**config.mk**
```make
export PLATFORM = sky130hd
export DESIGN_NAME = ps2_mouse_packet_tracker_top
export DESIGN_NICKNAME = d
export VERILOG_FILES = /design/src/design/pmpt_pkg.sv /design/src/design/ps2_mouse_packet_tracker_top.sv
export VERILOG_INCLUDE_DIRS = /design/src /design/src/design
export SDC_FILE = /design/constraint.sdc
export NUM_CORES = 1
export LEC_CHECK = 0
export BUFFER_PORTS_ARGS = -buffer_cell sky130_fd_sc_hd__buf_4
export CAP_MARGIN = 10
export CORE_ASPECT_RATIO = 1.25
export CORE_MARGIN = 1.5
export CORE_UTILIZATION = 40
export CTS_BUF_LIST = sky130_fd_sc_hd__clkbuf_4
export DETAILED_ROUTE_END_ITERATION = 8
export PLACE_DENSITY_LB_ADDON = 0.12
export SLEW_MARGIN = 20
export SYNTH_ARGS = -nofsm -noshare
export SYNTH_HDL_FRONTEND = slang
export SYNTH_SLANG_ARGS = --single-unit
```
**constraint.sdc**
```tcl
create_clock -name clk -period 10.81 [get_ports clk]
set_input_delay 2.162 -clock clk [delete_from_list [all_inputs] [get_ports clk]]
set_output_delay 2.162 -clock clk [all_outputs]
set_load 0.01 [all_outputs]
```
**src/design/ps2_mouse_packet_tracker_top_defines.svh**
```systemverilog
// Assertion macros for the PS/2 mouse packet tracker.
// Expects a clock named clk and an active-low reset named rst_n in scope.
`ifndef PS2_MOUSE_PACKET_TRACKER_TOP_DEFINES_SVH
`define PS2_MOUSE_PACKET_TRACKER_TOP_DEFINES_SVH

// Antecedent implies consequent in the same cycle.
`define PMPT_ASSERT_SAME(label, ante, cons) \
    label: assert property (@(posedge clk) disable iff (!rst_n) (ante) |-> (cons)) \
        else $error("pmpt assertion failed");

// Antecedent implies consequent in the following cycle.
`define PMPT_ASSERT_NEXT(label, ante, cons) \
    label: assert property (@(posedge clk) disable iff (!rst_n) (ante) |=> (cons)) \
        else $error("pmpt assertion failed");

`endif

```
**src/design/pmpt_pkg.sv**
```systemverilog
// Package for the PS/2 mouse packet tracker: widths, codes and framing states.
// Depends on nothing; used by ps2_mouse_packet_tracker_top.
`default_nettype none

package pmpt_pkg;

    localparam int POSITION_BITS_DEFAULT = 12;
    localparam int TILE_SHIFT_DEFAULT    = 4;

    localparam int BYTE_W     = 8;
    localparam int CFG_W      = 13;
    localparam int CFG_IDX_W  = 2;
    localparam int MOVE_X_W   = 9;
    localparam int MOVE_Y_W   = 10;
    localparam int POINTER_W  = 12;
    localparam int TILE_W     = 8;
    localparam int WITHIN_W   = 4;

    localparam logic [BYTE_W-1:0] ACK_BYTE = 8'hFA;

    localparam int SYNC_BIT   = 3;
    localparam int SIGN_X_BIT = 4;
    localparam int SIGN_Y_BIT = 5;

    localparam logic [CFG_IDX_W-1:0] REG_SCREEN_WIDTH  = 2'd0;
    localparam logic [CFG_IDX_W-1:0] REG_SCREEN_HEIGHT = 2'd1;

    localparam logic [CFG_W-1:0] SCREEN_WIDTH_RESET  = 13'd1024;
    localparam logic [CFG_W-1:0] SCREEN_HEIGHT_RESET = 13'd768;

    typedef enum logic [3:0] {
        ST_FIRST  = 4'b0001,
        ST_SECOND = 4'b0010,
        ST_THIRD  = 4'b0100,
        ST_WAIT   = 4'b1000
    } frame_stage_t;

endpackage

`default_nettype wire

```
**src/design/ps2_mouse_packet_tracker_top.sv**
```systemverilog
// PS/2 mouse packet tracker: frames three-byte packets and tracks a clamped pointer.
// Depends on pmpt_pkg and ps2_mouse_packet_tracker_top_defines.svh.
//
//  Channel | Signals                              | Beat
//  --------+--------------------------------------+-------------------------------
//  in      | in_valid, in_ready, rx_byte          | one received mouse byte
//  out     | out_valid, out_ready, buttons .. etc | one decoded packet and pointer
//  cfg     | cfg_valid, cfg_ready, index, data    | one screen size register write
//
// One byte is taken every cycle while in_ready is high; the result of a packet sits
// in the output register from the cycle after its third byte is accepted.
// After reset the framer waits for the acknowledge byte; no clearing pass is needed.
// First and second bytes are taken even while a result waits to be collected.
// A third byte waits only while the output register is full and not being emptied.
// Configuration writes are always taken; cfg_ready is tied high.
`default_nettype none

module ps2_mouse_packet_tracker_top #(
    parameter int POSITION_BITS = pmpt_pkg::POSITION_BITS_DEFAULT,
    parameter int TILE_SHIFT    = pmpt_pkg::TILE_SHIFT_DEFAULT
) (
    input  wire logic                                  clk,
    input  wire logic                                  rst_n,

    input  wire logic                                  in_valid,
    output logic                                       in_ready,
    input  wire logic [pmpt_pkg::BYTE_W-1:0]           rx_byte,

    output logic                                       out_valid,
    input  wire logic                                  out_ready,
    output logic                                       button_left,
    output logic                                       button_right,
    output logic                                       button_middle,
    output logic signed [pmpt_pkg::MOVE_X_W-1:0]       move_x,
    output logic signed [pmpt_pkg::MOVE_Y_W-1:0]       move_y,
    output logic [pmpt_pkg::POINTER_W-1:0]             pointer_x,
    output logic [pmpt_pkg::POINTER_W-1:0]             pointer_y,
    output logic [pmpt_pkg::TILE_W-1:0]                tile_x,
    output logic [pmpt_pkg::TILE_W-1:0]                tile_y,
    output logic [pmpt_pkg::WITHIN_W-1:0]              within_x,
    output logic [pmpt_pkg::WITHIN_W-1:0]              within_y,

    input  wire logic                                  cfg_valid,
    output logic                                       cfg_ready,
    input  wire logic [pmpt_pkg::CFG_IDX_W-1:0]        cfg_index,
    input  wire logic [pmpt_pkg::CFG_W-1:0]            cfg_data
);

    import pmpt_pkg::*;

    `include "ps2_mouse_packet_tracker_top_defines.svh"

    localparam int SW    = ((POSITION_BITS > CFG_W) ? POSITION_BITS : CFG_W) + 2;
    localparam int EXT_W = (POSITION_BITS > POINTER_W) ? POSITION_BITS : POINTER_W;
    localparam logic [SW-1:0] MAX_POS =
        {{(SW-POSITION_BITS){1'b0}}, {POSITION_BITS{1'b1}}};
    localparam logic [POSITION_BITS-1:0] TILE_MASK =
        POSITION_BITS'((1 << TILE_SHIFT) - 1);

    function automatic logic [POSITION_BITS-1:0] clamp_axis(
        input logic [POSITION_BITS-1:0] pos,
        input logic signed [SW-1:0]     delta,
        input logic [CFG_W-1:0]         size
    );
        logic signed [SW-1:0]        sum;
        logic [SW-1:0]               limit;
        logic [POSITION_BITS-1:0]    res;
        sum = $signed({{(SW-POSITION_BITS){1'b0}}, pos}) + delta;
        if (size == '0)
        begin
            limit = '0;
        end
        else
        begin
            limit = {{(SW-CFG_W){1'b0}}, size - CFG_W'(1)};
        end
        if (limit > MAX_POS)
        begin
            limit = MAX_POS;
        end
        if (sum < 0)
        begin
            res = '0;
        end
        else if ($unsigned(sum) > limit)
        begin
            res = limit[POSITION_BITS-1:0];
        end
        else
        begin
            res = sum[POSITION_BITS-1:0];
        end
        return res;
    endfunction

    frame_stage_t               stage_reg, stage_next;
    logic [BYTE_W-1:0]          first_reg, first_next;
    logic [BYTE_W-1:0]          second_reg, second_next;
    logic [POSITION_BITS-1:0]   pos_x_reg, pos_x_next;
    logic [POSITION_BITS-1:0]   pos_y_reg, pos_y_next;
    logic [CFG_W-1:0]           width_reg, height_reg;
    logic                       out_valid_reg, out_valid_next;

    logic                       btn_l_reg, btn_r_reg, btn_m_reg;
    logic signed [MOVE_X_W-1:0] move_x_reg;
    logic signed [MOVE_Y_W-1:0] move_y_reg;
    logic [POINTER_W-1:0]       pointer_x_reg, pointer_y_reg;
    logic [TILE_W-1:0]          tile_x_reg, tile_y_reg;
    logic [WITHIN_W-1:0]        within_x_reg, within_y_reg;

    logic                       in_fire;
    logic                       packet_done;
    logic signed [MOVE_X_W-1:0] mx;
    logic signed [MOVE_Y_W-1:0] my;
    logic [MOVE_X_W-1:0]        my_raw;
    logic [EXT_W-1:0]           pos_x_ext, pos_y_ext;
    logic [POSITION_BITS-1:0]   tile_x_full, tile_y_full;
    logic [POSITION_BITS-1:0]   within_x_full, within_y_full;

    assign in_ready  = (stage_reg != ST_THIRD) || !out_valid_reg || out_ready;
    assign in_fire   = in_valid && in_ready;
    assign cfg_ready = 1'b1;

    assign packet_done = in_fire && (stage_reg == ST_THIRD);

    assign mx     = $signed({first_reg[SIGN_X_BIT], second_reg});
    assign my_raw = {first_reg[SIGN_Y_BIT], rx_byte};
    assign my     = -$signed({my_raw[MOVE_X_W-1], my_raw});

    always_comb
    begin
        stage_next  = stage_reg;
        first_next  = first_reg;
        second_next = second_reg;
        pos_x_next  = pos_x_reg;
        pos_y_next  = pos_y_reg;
        if (in_fire)
        begin
            case (stage_reg)
                ST_FIRST:
                begin
                    if (rx_byte[SYNC_BIT])
                    begin
                        first_next = rx_byte;
                        stage_next = ST_SECOND;
                    end
                end
                ST_SECOND:
                begin
                    second_next = rx_byte;
                    stage_next  = ST_THIRD;
                end
                ST_THIRD:
                begin
                    stage_next = ST_FIRST;
                    pos_x_next = clamp_axis(pos_x_reg,
                        {{(SW-MOVE_X_W){mx[MOVE_X_W-1]}}, mx}, width_reg);
                    pos_y_next = clamp_axis(pos_y_reg,
                        {{(SW-MOVE_Y_W){my[MOVE_Y_W-1]}}, my}, height_reg);
                end
                default:
                begin
                    if (rx_byte == ACK_BYTE)
                    begin
                        stage_next = ST_FIRST;
                    end
                end
            endcase
        end
    end

    always_comb
    begin
        out_valid_next = out_valid_reg;
        if (packet_done)
        begin
            out_valid_next = 1'b1;
        end
        else if (out_ready)
        begin
            out_valid_next = 1'b0;
        end
    end

    assign pos_x_ext     = EXT_W'(pos_x_next);
    assign pos_y_ext     = EXT_W'(pos_y_next);
    assign tile_x_full   = pos_x_next >> TILE_SHIFT;
    assign tile_y_full   = pos_y_next >> TILE_SHIFT;
    assign within_x_full = pos_x_next & TILE_MASK;
    assign within_y_full = pos_y_next & TILE_MASK;

    always_ff @(posedge clk or negedge rst_n)
    begin
        if (!rst_n)
        begin
            stage_reg     <= ST_WAIT;
            first_reg     <= '0;
            second_reg    <= '0;
            pos_x_reg     <= '0;
            pos_y_reg     <= '0;
            width_reg     <= SCREEN_WIDTH_RESET;
            height_reg    <= SCREEN_HEIGHT_RESET;
            out_valid_reg <= 1'b0;
        end
        else
        begin
            stage_reg     <= stage_next;
            first_reg     <= first_next;
            second_reg    <= second_next;
            pos_x_reg     <= pos_x_next;
            pos_y_reg     <= pos_y_next;
            out_valid_reg <= out_valid_next;
            if (cfg_valid && cfg_ready)
            begin
                case (cfg_index)
                    REG_SCREEN_WIDTH:  width_reg  <= cfg_data;
                    REG_SCREEN_HEIGHT: height_reg <= cfg_data;
                    default:
                    begin
                    end
                endcase
            end
        end
    end

    always_ff @(posedge clk)
    begin
        if (packet_done)
        begin
            btn_l_reg     <= first_reg[0];
            btn_r_reg     <= first_reg[1];
            btn_m_reg     <= first_reg[2];
            move_x_reg    <= mx;
            move_y_reg    <= my;
            pointer_x_reg <= pos_x_ext[POINTER_W-1:0];
            pointer_y_reg <= pos_y_ext[POINTER_W-1:0];
            tile_x_reg    <= tile_x_full[TILE_W-1:0];
            tile_y_reg    <= tile_y_full[TILE_W-1:0];
            within_x_reg  <= within_x_full[WITHIN_W-1:0];
            within_y_reg  <= within_y_full[WITHIN_W-1:0];
        end
    end

    assign out_valid     = out_valid_reg;
    assign button_left   = btn_l_reg;
    assign button_right  = btn_r_reg;
    assign button_middle = btn_m_reg;
    assign move_x        = move_x_reg;
    assign move_y        = move_y_reg;
    assign pointer_x     = pointer_x_reg;
    assign pointer_y     = pointer_y_reg;
    assign tile_x        = tile_x_reg;
    assign tile_y        = tile_y_reg;
    assign within_x      = within_x_reg;
    assign within_y      = within_y_reg;

    `PMPT_ASSERT_NEXT(a_third_byte_gives_result, packet_done, out_valid_reg)
    `PMPT_ASSERT_NEXT(a_wait_holds_without_ack,
        in_fire && (stage_reg == ST_WAIT) && (rx_byte != ACK_BYTE), stage_reg == ST_WAIT)
    `PMPT_ASSERT_NEXT(a_unsynced_byte_dropped,
        in_fire && (stage_reg == ST_FIRST) && !rx_byte[SYNC_BIT], stage_reg == ST_FIRST)
    `PMPT_ASSERT_SAME(a_no_overwrite_of_waiting_result,
        packet_done && out_valid_reg, out_ready)

endmodule

`default_nettype wire
```
==> results.json <==
{
  "ys_seq_area_frac": 0.446,
  "worst_path_max_delay_cell": "or3_1",
  "final-hold-violation-count": 0,
  "period_share": 0.590,
  "postCtsSetupBuffers": 0,
  "clock_latency_ns": 0.53,
  "p_per_area_mw_per_mm2": 236,
  "internal_power_mw": 1.11,
  "worstMarginPinSlew_ns": 1.06,
  "grt_overflow_total": 0,
  "cts_hold_buf": 0,
  "slew_headroom": 0.290,
  "dp_hpwl_mm": 11.7,
  "cts.reportedPaths.clkPinSlew_ns": 0.10,
  "drc_errors": 0,
  "ant_nets": 0,
  "arrival_ns": 6.68,
  "drive_above_1_share": 0.247,
  "synth_ff_type": "dfrtp_1",
  "cp_slowest_stage_delay_ns": 0.42,
  "start_util": 0.410,
  "drt_iter0_drc": 217,
  "die_area_mm2": 0.0181,
  "synthCells": 649,
  "core_mm2": 0.0169,
  "p_switching_uw": 782,
  "wirelength_mm": 15.7,
  "fmax_ghz": 0.157,
  "cts_tree": "yes",
  "regArea_mm2": 0.00309,
  "grtUsageTotal": 0.182,
  "root_buffer": "clkbuf_4",
  "status": "finished, final reports clean",
  "min_to": "button_right",
  "start_kind": "input port",
  "num_io_pins": 101,
  "min_path_type": "reg -> reg",
  "syn_avg_cell_area_um2": 10.7,
  "synth-edff-count": 46,
  "slew_violations": 0,
  "viasPerCell": 5.24,
  "grt_pass1_vias": 5016,
  "wl_per_cell_um": 16.2,
  "final_common_cell": "buf_4",
  "postPlaceCellArea_mm2": 0.00775,
  "syn_to_final_growth_pct": 15.7,
  "criticalPathCategory": "in -> reg",
  "yosysWarningCount": 0,
  "fin_tns_setup_ns": 0,
  "p_leak_nw": 3.54,
  "cp_common_cell": "or3_1",
  "r2r_end": "pointer_x[10]",
  "routabilityCongestion": 0.828,
  "swShare": 0.412,
  "drtPass1Iterations": 5,
  "hp-start": "first_reg[1]",
  "setup_viol": 0,
  "fill_cells": 1596,
  "grt_max_degree": 69,
  "numPortBuffers": 99,
  "grt_pass1_wl_mm": 25.5,
  "ff2ff_path_depth": 16,
  "vias": 5082,
  "clockPowerShare": 0.158,
  "peakVddDrop_mv": 0.118,
  "antenna_found_initial": 1,
  "final_cell_mix": "buf_4 (103), dfrtp_1 (64), ha_1 (56)",
  "die_w_um": 121,
  "h-tree-depth": 4,
  "rsz0062_at_grt": "false",
  "async_flop_share": 0.596,
  "cp.required_ns": 11.11,
  "crit_chain": "buf_4, or3_1, or3_1, nor3b_1, xnor2_1, ha_1, a21oi_1, o21ai_0, or3_1, o22ai_1, xor2_1, ha_1, and3_1, a2111oi_0, a21oi_1, buf_4, and2_1, o41ai_1",
  "multi_input_area_mm2": 0.00348,
  "yosys_register_bits": 114,
  "rrSetupSlack_ns": 6.32,
  "period_needed_ns": 6.38,
  "pwr-share-seq": 0.332,
  "synth_cell_types": 64,
  "final.setup_skew_ns": 0.0144,
  "clock_path_buffers": 2,
  "syn-cell-area_mm2": 0.00693,
  "holdPathStages": 0,
  "die_y_um": 150,
  "clock_sinks": 114,
  "p_comb_frac": 0.510,
  "cts_buffers": 17,
  "fin_nets": 821,
  "rr_startpoint": "second_reg[0]",
  "num_rows": 53,
  "end_kind": "register",
  "maxCapViolCount": 0,
  "design_area_mm2": 0.00802,
  "cts_resized": 0,
  "worstPathMaxFanout": 13
}
-- power by group through the flow --
| stage | clock (mW) | sequential (mW) | combinational [mW] |
|---|---|---|---|
| after floorplan | 0 | 0.608 | 0.755 |
| after global placement | 0 | 0.635 | 0.947 |
| after detailed placement | 0 | 0.638 | 0.962 |
| after CTS | 0.313 | 0.629 | 0.971 |
| after global routing | 0.330 | 0.642 | 1.10 |
| final | 0.300 | 0.629 | 0.967 |
-- how the worst max path moves through the flow --
stage                     startpoint       endpoint  cells past startpoint
after detailed placement  rx_byte[2]   pointer_y[6]                     18
after CTS                 rx_byte[2]   pointer_y[6]                     18
after floorplan           rx_byte[2]  pointer_y[11]                     18
after global routing      rx_byte[2]  pointer_y[11]                     18
final                     rx_byte[2]  pointer_y[11]                     18
after global placement    rx_byte[2]   pointer_y[1]                     18
-- synth_stat cells, drive strengths merged, types with 3 or more instances --
cell type | number | area (um2)
dfrtp | 64 | 1600
ha | 56 | 701
nand2 | 50 | 190
edfxtp | 46 | 1380
inv | 38 | 143
mux2 | 37 | 417
o21ai | 37 | 185
nor2 | 31 | 124
buf | 29 | 205
xnor2 | 26 | 228
a21oi | 24 | 120
o31ai | 18 | 135
xor2 | 17 | 149
mux2i | 15 | 150
nor3 | 14 | 80.1
nand3 | 13 | 65.1
a21o | 10 | 75.1
clkbuf | 9 | 33.8
and2 | 8 | 50.1
nand2b | 7 | 43.8
nor2b | 7 | 43.8
o21a | 7 | 52.6
a211oi | 6 | 45.0
and3 | 6 | 37.5
nor4 | 6 | 43.8
a31oi | 5 | 31.3
nand4 | 5 | 31.3
o21bai | 5 | 37.5
or3 | 5 | 36.3
dfstp | 4 | 105
nor3b | 4 | 30.0
or2 | 4 | 25.0
or4 | 3 | 22.5
-- routing by layer --
layer  track usage  share of wire
met5             0              0
met4        0.0641         0.0087
met3        0.0371          0.046
met2         0.301           0.48
met1         0.238           0.47
-- critical path: cells and delay by family --
family / cells / cell delay, ns
and+or+nand+nor: 6 / 1.76
AOI/OAI and AO/OA: 6 / 1.33
adders and majority gates: 2 / 0.62
xor gates and xnor gates: 2 / 0.44
buffers and inverters: 2 / 0.36
-- kinds of logic (layout without fill, tap and decap cells) --
family | count (synthesis) | in the layout | synth area share
compound gates | 135 | 135 | 0.128
simple gates | 168 | 168 | 0.125
xor+xnor | 43 | 43 | 0.0543
mux | 52 | 52 | 0.0818
other cells | 1 | 4 | 0.000541
flops | 114 | 114 | 0.446
buf+inv | 76 | 173 | 0.0551
fa+ha+maj | 60 | 60 | 0.110
-- metrics by stage --
step | std cells | total power, mW | hold WS, ns | setup slack (ns) | utilization
detailed placement | 936 | 1.60 | 0.442 | 3.93 | 0.458
finish | 969 | 1.90 | 0.466 | 4.43 | 0.474
global placement | 936 | 1.58 | 0.430 | 4.00 | 0.458
global route | 969 | 2.07 | 0.479 | 4.09 | 0.474
CTS | 968 | 1.91 | 0.467 | 4.49 | 0.474
floorplan | 651 | 1.36 | 0.419 | 4.56 | -
-- cell type report --
type | instances | share of cell area
multi-input cells | 461 | 0.434
flip-flops and latches | 114 | 0.385
repair buffers | 103 | 0.0964
well taps | 220 | 0.0343
inverters | 38 | 0.0178
clock buffers | 18 | 0.0168
clock inverters | 14 | 0.0153
diodes | 1 | 0.000312
No activity file was read; power rests on OpenSTA's default activity.
